## src/ima_pkg.sv

```systemverilog
`timescale 1ns / 1ps

package ima_pkg;

    // Operation codes of an input word
    localparam logic [1:0] OP_DECODE = 2'd0;
    localparam logic [1:0] OP_ENCODE = 2'd1;
    localparam logic [1:0] OP_LOAD   = 2'd2;

    localparam int          SAMPLE_W = 16;
    localparam int          CODE_W   = 4;
    localparam int          INDEX_W  = 7;
    localparam int          STEP_W   = 15;
    localparam logic [6:0]  IDX_MAX  = 7'd88;

    // One result word
    typedef struct packed {
        logic signed [SAMPLE_W-1:0] sample;
        logic [CODE_W-1:0]          code;
        logic [INDEX_W-1:0]         index;
    } t_result;

    // Quantizer step size for a step index
    function automatic logic [STEP_W-1:0] step_size(input logic [INDEX_W-1:0] idx);
        logic [STEP_W-1:0] s;
        begin
            case (idx)
                7'd0:  s = 15'd7;     7'd1:  s = 15'd8;     7'd2:  s = 15'd9;
                7'd3:  s = 15'd10;    7'd4:  s = 15'd11;    7'd5:  s = 15'd12;
                7'd6:  s = 15'd13;    7'd7:  s = 15'd14;    7'd8:  s = 15'd16;
                7'd9:  s = 15'd17;    7'd10: s = 15'd19;    7'd11: s = 15'd21;
                7'd12: s = 15'd23;    7'd13: s = 15'd25;    7'd14: s = 15'd28;
                7'd15: s = 15'd31;    7'd16: s = 15'd34;    7'd17: s = 15'd37;
                7'd18: s = 15'd41;    7'd19: s = 15'd45;    7'd20: s = 15'd50;
                7'd21: s = 15'd55;    7'd22: s = 15'd60;    7'd23: s = 15'd66;
                7'd24: s = 15'd73;    7'd25: s = 15'd80;    7'd26: s = 15'd88;
                7'd27: s = 15'd97;    7'd28: s = 15'd107;   7'd29: s = 15'd118;
                7'd30: s = 15'd130;   7'd31: s = 15'd143;   7'd32: s = 15'd157;
                7'd33: s = 15'd173;   7'd34: s = 15'd190;   7'd35: s = 15'd209;
                7'd36: s = 15'd230;   7'd37: s = 15'd253;   7'd38: s = 15'd279;
                7'd39: s = 15'd307;   7'd40: s = 15'd337;   7'd41: s = 15'd371;
                7'd42: s = 15'd408;   7'd43: s = 15'd449;   7'd44: s = 15'd494;
                7'd45: s = 15'd544;   7'd46: s = 15'd598;   7'd47: s = 15'd658;
                7'd48: s = 15'd724;   7'd49: s = 15'd796;   7'd50: s = 15'd876;
                7'd51: s = 15'd963;   7'd52: s = 15'd1060;  7'd53: s = 15'd1166;
                7'd54: s = 15'd1282;  7'd55: s = 15'd1411;  7'd56: s = 15'd1552;
                7'd57: s = 15'd1707;  7'd58: s = 15'd1878;  7'd59: s = 15'd2066;
                7'd60: s = 15'd2272;  7'd61: s = 15'd2499;  7'd62: s = 15'd2749;
                7'd63: s = 15'd3024;  7'd64: s = 15'd3327;  7'd65: s = 15'd3660;
                7'd66: s = 15'd4026;  7'd67: s = 15'd4428;  7'd68: s = 15'd4871;
                7'd69: s = 15'd5358;  7'd70: s = 15'd5894;  7'd71: s = 15'd6484;
                7'd72: s = 15'd7132;  7'd73: s = 15'd7845;  7'd74: s = 15'd8630;
                7'd75: s = 15'd9493;  7'd76: s = 15'd10442; 7'd77: s = 15'd11487;
                7'd78: s = 15'd12635; 7'd79: s = 15'd13899; 7'd80: s = 15'd15289;
                7'd81: s = 15'd16818; 7'd82: s = 15'd18500; 7'd83: s = 15'd20350;
                7'd84: s = 15'd22385; 7'd85: s = 15'd24623; 7'd86: s = 15'd27086;
                7'd87: s = 15'd29794;
                default: s = 15'd32767;
            endcase
            return s;
        end
    endfunction

    // Index adjustment for a code: small codes step down, large ones step up
    function automatic logic signed [4:0] index_adjust(input logic [CODE_W-1:0] code);
        logic signed [4:0] a;
        begin
            case (code[2:0])
                3'd4:    a = 5'sd2;
                3'd5:    a = 5'sd4;
                3'd6:    a = 5'sd6;
                3'd7:    a = 5'sd8;
                default: a = -5'sd1;
            endcase
            return a;
        end
    endfunction

endpackage

```

## src/ima_step.sv

```systemverilog
`timescale 1ns / 1ps

module ima_step (
    input  logic [1:0]                          i_op,
    input  logic [ima_pkg::CODE_W-1:0]          i_code,
    input  logic signed [ima_pkg::SAMPLE_W-1:0] i_sample,
    input  logic [ima_pkg::INDEX_W-1:0]         i_index_load,
    input  logic signed [ima_pkg::SAMPLE_W-1:0] i_pred,
    input  logic [ima_pkg::INDEX_W-1:0]         i_index,
    output ima_pkg::t_result                    o_next
);

    logic [ima_pkg::STEP_W-1:0] step;
    logic signed [16:0]         gap;
    logic [16:0]                mag;
    logic [16:0]                rem1;
    logic [16:0]                rem2;
    logic [3:0]                 enc_code;
    logic [3:0]                 code;
    logic [16:0]                diff;
    logic signed [17:0]         pred_sum;
    logic signed [15:0]         pred_sat;
    logic signed [7:0]          idx_sum;
    logic [6:0]                 idx_sat;
    logic [6:0]                 idx_load;

    assign step = ima_pkg::step_size(i_index);

    // Quantize the gap between the sample and the predictor
    always_comb begin
        gap         = {i_sample[15], i_sample} - {i_pred[15], i_pred};
        enc_code    = '0;
        enc_code[3] = gap[16];
        mag         = gap[16] ? 17'(-gap) : 17'(gap);
        rem1        = mag;
        if (mag >= {2'b00, step}) begin
            enc_code[2] = 1'b1;
            rem1        = mag - {2'b00, step};
        end
        rem2 = rem1;
        if (rem1 >= {3'b000, step[14:1]}) begin
            enc_code[1] = 1'b1;
            rem2        = rem1 - {3'b000, step[14:1]};
        end
        enc_code[0] = (rem2 >= {4'b0000, step[14:2]});
    end

    assign code = (i_op == ima_pkg::OP_ENCODE) ? enc_code : i_code;

    // Rebuild the difference and move the predictor with saturation
    always_comb begin
        diff = {5'b0, step[14:3]};
        if (code[0]) diff = diff + {4'b0, step[14:2]};
        if (code[1]) diff = diff + {3'b0, step[14:1]};
        if (code[2]) diff = diff + {2'b0, step};
        if (code[3]) pred_sum = {{2{i_pred[15]}}, i_pred} - $signed({1'b0, diff});
        else         pred_sum = {{2{i_pred[15]}}, i_pred} + $signed({1'b0, diff});
        if (pred_sum < -18'sd32768)     pred_sat = 16'sh8000;
        else if (pred_sum > 18'sd32767) pred_sat = 16'sh7fff;
        else                            pred_sat = pred_sum[15:0];
    end

    // Move the step index and clamp it
    always_comb begin
        idx_sum = $signed({1'b0, i_index}) + 8'(ima_pkg::index_adjust(code));
        if (idx_sum < 8'sd0)                               idx_sat = '0;
        else if (idx_sum > $signed({1'b0, ima_pkg::IDX_MAX})) idx_sat = ima_pkg::IDX_MAX;
        else                                               idx_sat = idx_sum[6:0];
    end

    assign idx_load = (i_index_load > ima_pkg::IDX_MAX) ? ima_pkg::IDX_MAX : i_index_load;

    // Pick the result for the operation
    always_comb begin
        case (i_op)
            ima_pkg::OP_DECODE, ima_pkg::OP_ENCODE: begin
                o_next.sample = pred_sat;
                o_next.code   = code;
                o_next.index  = idx_sat;
            end
            ima_pkg::OP_LOAD: begin
                o_next.sample = i_sample;
                o_next.code   = '0;
                o_next.index  = idx_load;
            end
            default: begin
                o_next.sample = i_pred;
                o_next.code   = '0;
                o_next.index  = i_index;
            end
        endcase
    end

endmodule

```

## src/ima_adpcm_codec.sv

```systemverilog
`timescale 1ns / 1ps
// A word accepted into the input register passes through the combinational step into the
// result register, where it is held until taken. Throughput: one word per cycle while the
// output is not stalled; predictor and index update in the single combinational step
// between the input register and the result register.
// Reset (i_rst_n low, synchronous): predictor and step index clear to 0, both stages empty.

module ima_adpcm_codec (
    input  logic                                i_clk,
    input  logic                                i_rst_n,
    input  logic                                i_valid,
    output logic                                o_ready,
    input  logic [1:0]                          i_op,
    input  logic [ima_pkg::CODE_W-1:0]          i_code_in,
    input  logic signed [ima_pkg::SAMPLE_W-1:0] i_sample_in,
    input  logic [ima_pkg::INDEX_W-1:0]         i_index_in,
    output logic                                o_valid,
    input  logic                                i_ready,
    output logic signed [ima_pkg::SAMPLE_W-1:0] o_sample_out,
    output logic [ima_pkg::CODE_W-1:0]          o_code_out,
    output logic [ima_pkg::INDEX_W-1:0]         o_index_out
);

    logic                                r_s1_valid;
    logic [1:0]                          r_s1_op;
    logic [ima_pkg::CODE_W-1:0]          r_s1_code;
    logic signed [ima_pkg::SAMPLE_W-1:0] r_s1_sample;
    logic [ima_pkg::INDEX_W-1:0]         r_s1_index;
    logic signed [ima_pkg::SAMPLE_W-1:0] r_pred;
    logic [ima_pkg::INDEX_W-1:0]         r_index;
    logic                                r_out_valid;
    ima_pkg::t_result                    r_out;
    ima_pkg::t_result                    n_out;
    logic                                out_free;
    logic                                s1_adv;
    logic                                in_acc;

    assign out_free = !r_out_valid || i_ready;
    assign s1_adv   = r_s1_valid && out_free;
    assign o_ready  = !r_s1_valid || out_free;
    assign in_acc   = i_valid && o_ready;

    // Capture the input word
    always_ff @(posedge i_clk) begin
        if (!i_rst_n) begin
            r_s1_valid <= 1'b0;
        end else if (o_ready) begin
            r_s1_valid <= i_valid;
        end
        if (in_acc) begin
            r_s1_op     <= i_op;
            r_s1_code   <= i_code_in;
            r_s1_sample <= i_sample_in;
            r_s1_index  <= i_index_in;
        end
    end

    ima_step u_step (
        .i_op         (r_s1_op),
        .i_code       (r_s1_code),
        .i_sample     (r_s1_sample),
        .i_index_load (r_s1_index),
        .i_pred       (r_pred),
        .i_index      (r_index),
        .o_next       (n_out)
    );

    // Advance the codec state and the result register together
    always_ff @(posedge i_clk) begin
        if (!i_rst_n) begin
            r_pred      <= '0;
            r_index     <= '0;
            r_out_valid <= 1'b0;
        end else begin
            if (s1_adv) begin
                r_pred  <= n_out.sample;
                r_index <= n_out.index;
            end
            if (out_free) begin
                r_out_valid <= r_s1_valid;
            end
        end
        if (s1_adv) begin
            r_out <= n_out;
        end
    end

    assign o_valid      = r_out_valid;
    assign o_sample_out = r_out.sample;
    assign o_code_out   = r_out.code;
    assign o_index_out  = r_out.index;

    // Step index never leaves its table range
    a_index_range: assert property (@(posedge i_clk) disable iff (!i_rst_n)
        r_index <= ima_pkg::IDX_MAX)
        else $error("step index out of range");

    // A fresh result carries the updated predictor and index
    a_result_state: assert property (@(posedge i_clk) disable iff (!i_rst_n)
        s1_adv |=> (o_sample_out == r_pred) && (o_index_out == r_index))
        else $error("result does not match codec state");

    // A load sets the predictor to the loaded sample
    a_load_pred: assert property (@(posedge i_clk) disable iff (!i_rst_n)
        (s1_adv && r_s1_op == ima_pkg::OP_LOAD) |=> r_pred == $past(r_s1_sample))
        else $error("load did not set predictor");

    // Decode echoes the input code
    a_decode_echo: assert property (@(posedge i_clk) disable iff (!i_rst_n)
        (s1_adv && r_s1_op == ima_pkg::OP_DECODE) |=> o_code_out == $past(r_s1_code))
        else $error("decode code not echoed");

endmodule
```

## config.mk

```make
export PLATFORM = sky130hd
export DESIGN_NAME = ima_adpcm_codec
export DESIGN_NICKNAME = d
export VERILOG_FILES = /design/src/ima_pkg.sv /design/src/ima_step.sv /design/src/ima_adpcm_codec.sv
export SDC_FILE = /design/constraint.sdc
export NUM_CORES = 1
export LEC_CHECK = 0
export BUFFER_PORTS_ARGS = -buffer_cell sky130_fd_sc_hd__buf_2
export CAP_MARGIN = 25
export CORE_MARGIN = 2
export CORE_UTILIZATION = 39
export CTS_BUF_LIST = sky130_fd_sc_hd__clkbuf_16
export DETAILED_ROUTE_END_ITERATION = 12
export GPL_ROUTABILITY_DRIVEN = 0
export PLACE_DENSITY = 0.51
export SETUP_SLACK_MARGIN = 0.1
export SLEW_MARGIN = 10
export SYNTH_ARGS = -nofsm -noshare
export SYNTH_HDL_FRONTEND = slang
export SYNTH_SLANG_ARGS = --single-unit
export TNS_END_PERCENT = 1
```

## constraint.sdc

```tcl
create_clock -name i_clk -period 40.8 [get_ports i_clk]
set_input_delay 2.04 -clock i_clk [delete_from_list [all_inputs] [get_ports i_clk]]
set_output_delay 2.04 -clock i_clk [all_outputs]
set_load 0.03 [all_outputs]
```

==> metrics.yaml, run 1 <==
run_status:
  outcome: "finished clean"
synth:
  ys_seq_area_frac: 0.191
  yosysUniqueCellTypes: 87
  ys_seq_elements: 96
  synthFlopType: "edfxtp_1"
  synthCells: 1706
  synth_enable_flop_cells: 56
  synth.cell_area_um2: 13000
  syn_nets: 1886
  synth_warnings: 0
  synth.avg_cell_area_um2: 7.63
  async_reset_ff_frac: 0
min_path:
  hp-class: "flop to flop"
detailed_routing:
  drt_first_pass_iters: 5
  vias: 12700
  wl_um: 41100
  drcViolationCount: 0
  routed_via_density: 5.88
  first_iter_violations: 1001
  wl_per_cell_um: 19.0
  ant_nets: 0
power_and_ir_drop:
  p_leak_uw: 0.00575
  cellPowerDensity_nw_per_um2: 78.2
  ir_drop_mv: 0.0471
timing:
  slew_headroom: 0.338
  setup_tns_ns: 0
  whs_ns: 0.529
  final_max_slew_viol_count: 0
  min_period_over_period: 0.489
  finClkSkew_ns: 0.0141
  tightest_slew_ns: 0.968
  fmax_ghz: 0.0501
  hold_viol_final: 0
  finalSetupViolCount: 0
  post-route-min-period_ns: 19.95
  rsz0062_at_grt: "false"
flow_run:
  max_cap_violations: 0
clock_network:
  cts_root_buf: "clkbuf_16"
  cts_resized: 0
  cts_buffers: 9
  cts_hold_buf: 0
  cts_max_level: 3
  clock-sinks: 96
  clk_pin_slew_ns: 0.08
  cts_max_path_buffers: 2
  clk_latency_ns: 0.37
  cts_tree: "built"
  cts_setup_buffers: 0
die:
  core-area_um2: 32700
  die-height_um: 187
  rows: 66
  start_util: 0.398
  ios: 62
  dieArea_um2: 34800
  die_w_um: 187
layout:
  drive_gt1_frac: 0.0956
  diodes: 0
  fin_cells: 2158
  syn_to_final_growth_pct: 7.55
  nets: 1891
  utilization: 0.428
global_route:
  antenna_found_initial: 0
  overflow: 0
  grt_pass1_vias: 11700
  grt_pass1_wl_um: 64700
  grt_util_all_layers: 0.230
  grt_max_degree: 55
worst_setup_path:
  cpPeakStageDelay_ns: 0.75
  cp-start-kind: "flop"
  path_common_cell: "ha_1"
  cp-end-kind: "flop"
  crit_type: "flop to flop"
  cp.required_ns: 40.90
  cp_data_arrival_time_ns: 20.05
  cp_max_fo: 30
  cp_slowest_cell: "o32ai_1"
place:
  dp_hpwl_um: 31400
  dp.cells: 2142
  port_buffers: 61
==> cell usage after synthesis, types with 6 or more instances <==
master | n | area share
a21oi_1 | 183 | 0.070
nor2_1 | 152 | 0.044
nand2_1 | 141 | 0.041
ha_1 | 139 | 0.13
o21ai_0 | 104 | 0.040
inv_1 | 100 | 0.029
xnor2_1 | 75 | 0.050
clkbuf_1 | 66 | 0.019
nor3_1 | 65 | 0.025
edfxtp_1 | 56 | 0.13
dfxtp_1 | 40 | 0.062
xor2_1 | 36 | 0.024
nand2b_1 | 33 | 0.016
a21o_1 | 32 | 0.018
nand3_1 | 32 | 0.012
o211ai_1 | 29 | 0.017
mux2_2 | 27 | 0.023
o21bai_1 | 23 | 0.013
a31oi_1 | 22 | 0.011
o21ai_1 | 21 | 0.0081
o21a_1 | 18 | 0.010
o31ai_1 | 18 | 0.010
a211oi_2 | 16 | 0.015
nor2b_1 | 16 | 0.0077
a211oi_1 | 15 | 0.0087
and2_1 | 15 | 0.0072
and3_1 | 14 | 0.0067
nand4_1 | 13 | 0.0063
a311oi_1 | 11 | 0.0074
mux2i_1 | 11 | 0.0085
buf_2 | 10 | 0.0038
o211a_1 | 9 | 0.0069
or3_1 | 9 | 0.0043
fa_1 | 8 | 0.012
o311ai_0 | 8 | 0.0054
buf_1 | 7 | 0.0020
o2111ai_1 | 7 | 0.0047
a211o_1 | 6 | 0.0040
a21boi_0 | 6 | 0.0035
a22o_1 | 6 | 0.0040
and4_1 | 6 | 0.0040
==> state kept, by name (all words and copies together), names as in the netlist, 7 cells and up <==
name and flops:
o_index_out 7, r_s1_sample 16, u_step.step 15, o_sample_out 16
r_pred 16, r_index 7, r_s1_index 7
==> critical path: cells and delay by family, from the launching register on <==
kind | cells | cell delay, ns
and+or+nand+nor | 20 | 4.45
buffers and inverters | 5 | 0.83
adders and majority gates | 9 | 2.84
muxes | 2 | 0.78
DFF | 1 | 0.33
AOI/OAI and AO/OA | 42 | 9.25
xor gates and xnor gates | 5 | 1.18
==> cells by family (layout without fill, tap and decap cells) <==
| kind of cell | after synthesis | count (layout) | synth area share |
|---|---|---|---|
| muxes | 39 | 39 | 0.0329 |
| buffers and inverters | 190 | 200 | 0.0572 |
| and+or+nand+nor | 527 | 527 | 0.193 |
| adders and majority gates | 147 | 147 | 0.146 |
| DFF | 96 | 96 | 0.191 |
| xor gates and xnor gates | 111 | 111 | 0.0747 |
| AOI/OAI and AO/OA | 596 | 596 | 0.305 |
==> per-layer routing <==
layer / wire (um) / global-route usage
met4: 845 / 0.0577
met3: 2070 / 0.0342
met5: 0 / 0
met2: 18400 / 0.365
met1: 19800 / 0.326
==> cells in the final DEF (no fill, tap or decap), drive strengths merged, types with 11 or more instances in the layout <==
| cell | count |
|---|---|
| a211oi | 31 |
| a21o | 32 |
| a21oi | 183 |
| a311oi | 11 |
| a31oi | 22 |
| and2 | 16 |
| and3 | 14 |
| buf | 80 |
| dfxtp | 40 |
| edfxtp | 56 |
| ha | 139 |
| inv | 105 |
| mux2 | 27 |
| mux2i | 12 |
| nand2 | 142 |
| nand2b | 33 |
| nand3 | 32 |
| nand4 | 14 |
| nor2 | 152 |
| nor2b | 16 |
| nor3 | 67 |
| o211ai | 30 |
| o21a | 18 |
| o21ai | 125 |
| o21bai | 23 |
| o31ai | 20 |
| xnor2 | 75 |
| xor2 | 36 |
==> cell type report <==
| class | instances | area, um^2 |
|---|---|---|
| inverter | 104 | 390 |
| clock inverter | 7 | 72.6 |
| sequential | 96 | 2480 |
| timing repair buffer | 80 | 448 |
| multi-input combinational | 1420 | 9820 |
| clock buffer | 9 | 225 |
| fill | 3415 | 18700 |
| tap | 442 | 553 |
==> worst paths after layout <==
| check | start | endpoint | slack [ns] | depth (start not counted) |
|---|---|---|---|---|
| setup / recovery | r_s1_sample[0] | o_sample_out[2] | 20.85 | 83 |
| hold / removal | r_s1_valid | o_valid | 0.53 | 2 |
| hold reg to reg | r_s1_valid | o_valid | 0.53 | 2 |
| setup reg to reg | r_s1_sample[0] | o_sample_out[2] | 20.85 | 83 |
==> report_power, final <==
part / internal, uW / switching (uW) / total, uW
registers: 116 / 12.1 / 128
clock network: 43.3 / 43.6 / 87.0
logic: 362 / 516 / 879
total: 521 / 572 / 1090
==> per-stage QoR <==
| step | total power, uW | setup WS, ns | area (um^2) |
|---|---|---|---|
| after floorplan | 811 | 24.15 | 13000 |
| after global placement | 1000 | 21.50 | 13700 |
| after detailed placement | 999 | 21.06 | 13700 |
| after CTS | 1090 | 20.95 | 14000 |
| after global routing | 1210 | 18.98 | 14000 |
| final | 1090 | 20.85 | 14000 |
Power figures use the tool's default switching activity.
==> run 2, diff against run 1 <==
- ABC_AREA: default -> 1
- clock period: 40.8 -> 19.6 ns (I/O delays scaled with it)
==> run 2 against run 1 <==
  * Power rose by 120%
  * Clock skew rose by 0.0054 ns
  * Area after synthesis fell by 5.6%
  * Global-route usage fell by 0.60 points
  * Synthesized cell count rose by 10%
  * First-iteration DRC count fell by 8.9%
  * Non-clock buffer count fell by 8
==> metrics.yaml, run 2 <==
run_status:
  outcome: "finished clean"
min_path:
  hp-class: "flop to flop"
  min_from: "o_valid"
  holdPathStages: 2  # unchanged
timing:
  final_max_slew_viol_count: 0  # unchanged
  rsz0062_at_grt: "false"
  slew_headroom: 0.340  # +0.00185
  tightest_slew_ns: 0.988  # +0.0199 ns
  min_period_over_period: 0.744  # +0.255
  post-route-min-period_ns: 14.58  # -5.36 ns
  fmax_ghz: 0.0686  # +37%
  finalSetupViolCount: 0  # unchanged
  whs_ns: 0.520  # -0.00895 ns
  hold_viol_final: 0  # unchanged
  layout_setup_ws_ns: 5.02  # -15.84 ns
  setup_tns_ns: 0  # unchanged
  finClkSkew_ns: 0.0195  # +0.00542 ns
flow_run:
  max_cap_violations: 0  # unchanged
detailed_routing:
  ant_nets: 0  # unchanged
  routed_via_density: 5.27  # -10%
  drt_first_pass_iters: 6  # +1
  vias: 12200  # -3.9%
  wl_per_cell_um: 16.1  # -15%
  drcViolationCount: 0  # unchanged
  first_iter_violations: 912  # -8.9%
  wl_um: 37300  # -9.3%
synth:
  synth.avg_cell_area_um2: 6.55  # -14%
  synthTopCellsByArea: "ha_1 14%, nand2_1 14%, edfxtp_1 14%"
  yosysUniqueCellTypes: 62  # -29%
  synth.cell_area_um2: 12300  # -5.6%
  async_reset_ff_frac: 0  # unchanged
  synth_most_common_cell: "nand2_1"
  synth_warnings: 0  # unchanged
  yosysTopAreaCellShare: 0.142  # +0.00788
  synth_top_area_cell: "ha_1"
  synthCells: 1876  # +10%
  synthFlopType: "edfxtp_1"
  ys_seq_area_frac: 0.202  # +0.0113
  synth_enable_flop_cells: 56  # unchanged
  synth_common_cells: "451 x nand2_1, 270 x inv_1, 147 x a21oi_1, 139 x ha_1, 135 x nor2_1"
  ys_seq_elements: 96  # unchanged
  syn_nets: 2056  # +9.0%
power_and_ir_drop:
  clkPwrFrac: 0.080  # about the same
  p_leak_uw: 0.00674  # +17%
  cellPowerDensity_nw_per_um2: 179  # +130%
  combPwrFrac: 0.808  # +0.004
  ir_drop_mv: 0.0964  # +100%
  power_switching_uw: 1300  # +130%
  power.share.switching: 0.547  # +0.0237
  pwr-share-seq: 0.112  # -0.005
  p_int_uw: 1080  # +110%
layout:
  mostFrequentLayoutCell: "nand2_1"
  utilization: 0.429  # +0.00138
  layout_common_cells: "451 x nand2_1, 269 x inv_1, 147 x a21oi_1, 139 x ha_1, 135 x nor2_1"
  drive_gt1_frac: 0.0877  # -0.00789
  diodes: 0  # unchanged
  nets: 2091  # +11%
  syn_to_final_growth_pct: 7.72
global_route:
  grt_pass1_wl_um: 59100  # -8.5%
  grt_pass1_vias: 11500  # -1.9%
  overflow: 0  # unchanged
  grt_max_degree: 52  # -5.5%
  grt_util_all_layers: 0.224  # -0.00596
  antenna_found_initial: 0  # unchanged
clock_network:
  clk_pin_slew_ns: 0.08  # about the same
  clock-sinks: 96  # unchanged
  clk_latency_ns: 0.37  # about the same
  cts_setup_buffers: 0  # unchanged
  cts_tree: "built"
  cts_hold_buf: 0  # unchanged
  cts_root_buf: "clkbuf_16"
  cts_max_path_buffers: 2  # unchanged
  cts_max_level: 3  # unchanged
  cts_buffers: 9  # unchanged
  cts_resized: 0  # unchanged
worst_setup_path:
  cp_slowest_cell: "fa_1"
  rr_startpoint: "r_s1_sample[0]"
  cp-start-kind: "flop"
  cp_max_fo: 28  # -6.7%
  path_common_cell: "nand2_1"
  cp-end-kind: "flop"
  cp_data_arrival_time_ns: 14.85  # -5.20 ns
  cp.required_ns: 19.86  # -21.04 ns
  crit_type: "flop to flop"
  cpPeakStageDelay_ns: 0.43  # -0.32 ns
  reg2reg_depth: 93  # +12%
  cp-startpoint: "r_s1_sample[0]"
die:
  die-height_um: 181  # -2.8%
  die_w_um: 181  # -2.8%
  rows: 64  # -3.0%
  core-area_um2: 30800  # -5.7%
  ios: 62  # unchanged
  dieArea_um2: 32900  # -5.5%
  start_util: 0.398  # +0.000656
place:
  dp_hpwl_um: 29900  # -4.8%
  pre_cts_ws_ns: 5.15  # -15.92 ns
  port_buffers: 61  # unchanged
## run 2: per-stage QoR
| stage | power, uW | instances | area (um^2) |
|---|---|---|---|
| after detailed placement | 2180 | 2296 | 12900 |
| after global placement | 2180 | 2296 | 12900 |
| after CTS | 2380 | 2312 | 13200 |
| after floorplan | 1790 | 1876 | 12300 |
| after global routing | 2670 | 2312 | 13200 |
| final | 2370 | 2312 | 13200 |
## run 2: layout make-up
class                      count  area [um^2]
fill                        3305        17600
clock inverter                 7         78.8
inverter                     288         1080
sequential                    96         2480
multi-input combinational   1444         8480
timing repair buffer          72          388
clock buffer                   9          225
tap                          396          495
## run 2: routing by layer
metal / track usage / up-vias / routed length, um
li1: - / 6253 / -
met1: 0.299 / 5580 / 17400
met2: 0.383 / 313 / 17300
met3: 0.0333 / 46 / 1910
met4: 0.0485 / 0 / 581
met5: 0 / - / 0
## run 2: worst max-delay path: cells and delay by family, from the launching register on
family	cells	cell delay [ns]
flops	1	0.33
compound gates	28	4.39
xor+xnor	3	0.40
buf+inv	9	0.66
fa+ha+maj	9	2.97
simple gates	44	5.69
## run 2: kinds of logic (layout without fill, tap and decap cells)
group | Yosys count | in the layout | share of synthesized area
AND/OR/NAND/NOR | 832 | 832 | 0.298
AO/OA/AOI/OAI | 362 | 362 | 0.164
buffers and inverters | 336 | 376 | 0.108
adder cells (fa/ha/maj) | 147 | 147 | 0.155
XOR/XNOR | 103 | 103 | 0.0734
flip-flops | 96 | 96 | 0.202
## run 2: path summary, 6_finish.rpt
check / end / slack, ns
min: o_valid / 0.52
min reg2reg: o_valid / 0.52
max reg2reg: r_pred[6] / 5.02
max: r_pred[6] / 5.02
## run 2: power by group through the flow
stage | sequential, uW | combinational, uW | clock [uW]
6_report | 267 | 1920 | 189
5_1_grt | 269 | 2200 | 202
4_1_cts | 267 | 1920 | 196
3_5_place_dp | 272 | 1910 | 0
3_3_place_gp | 272 | 1910 | 0
2_1_floorplan | 277 | 1520 | 0
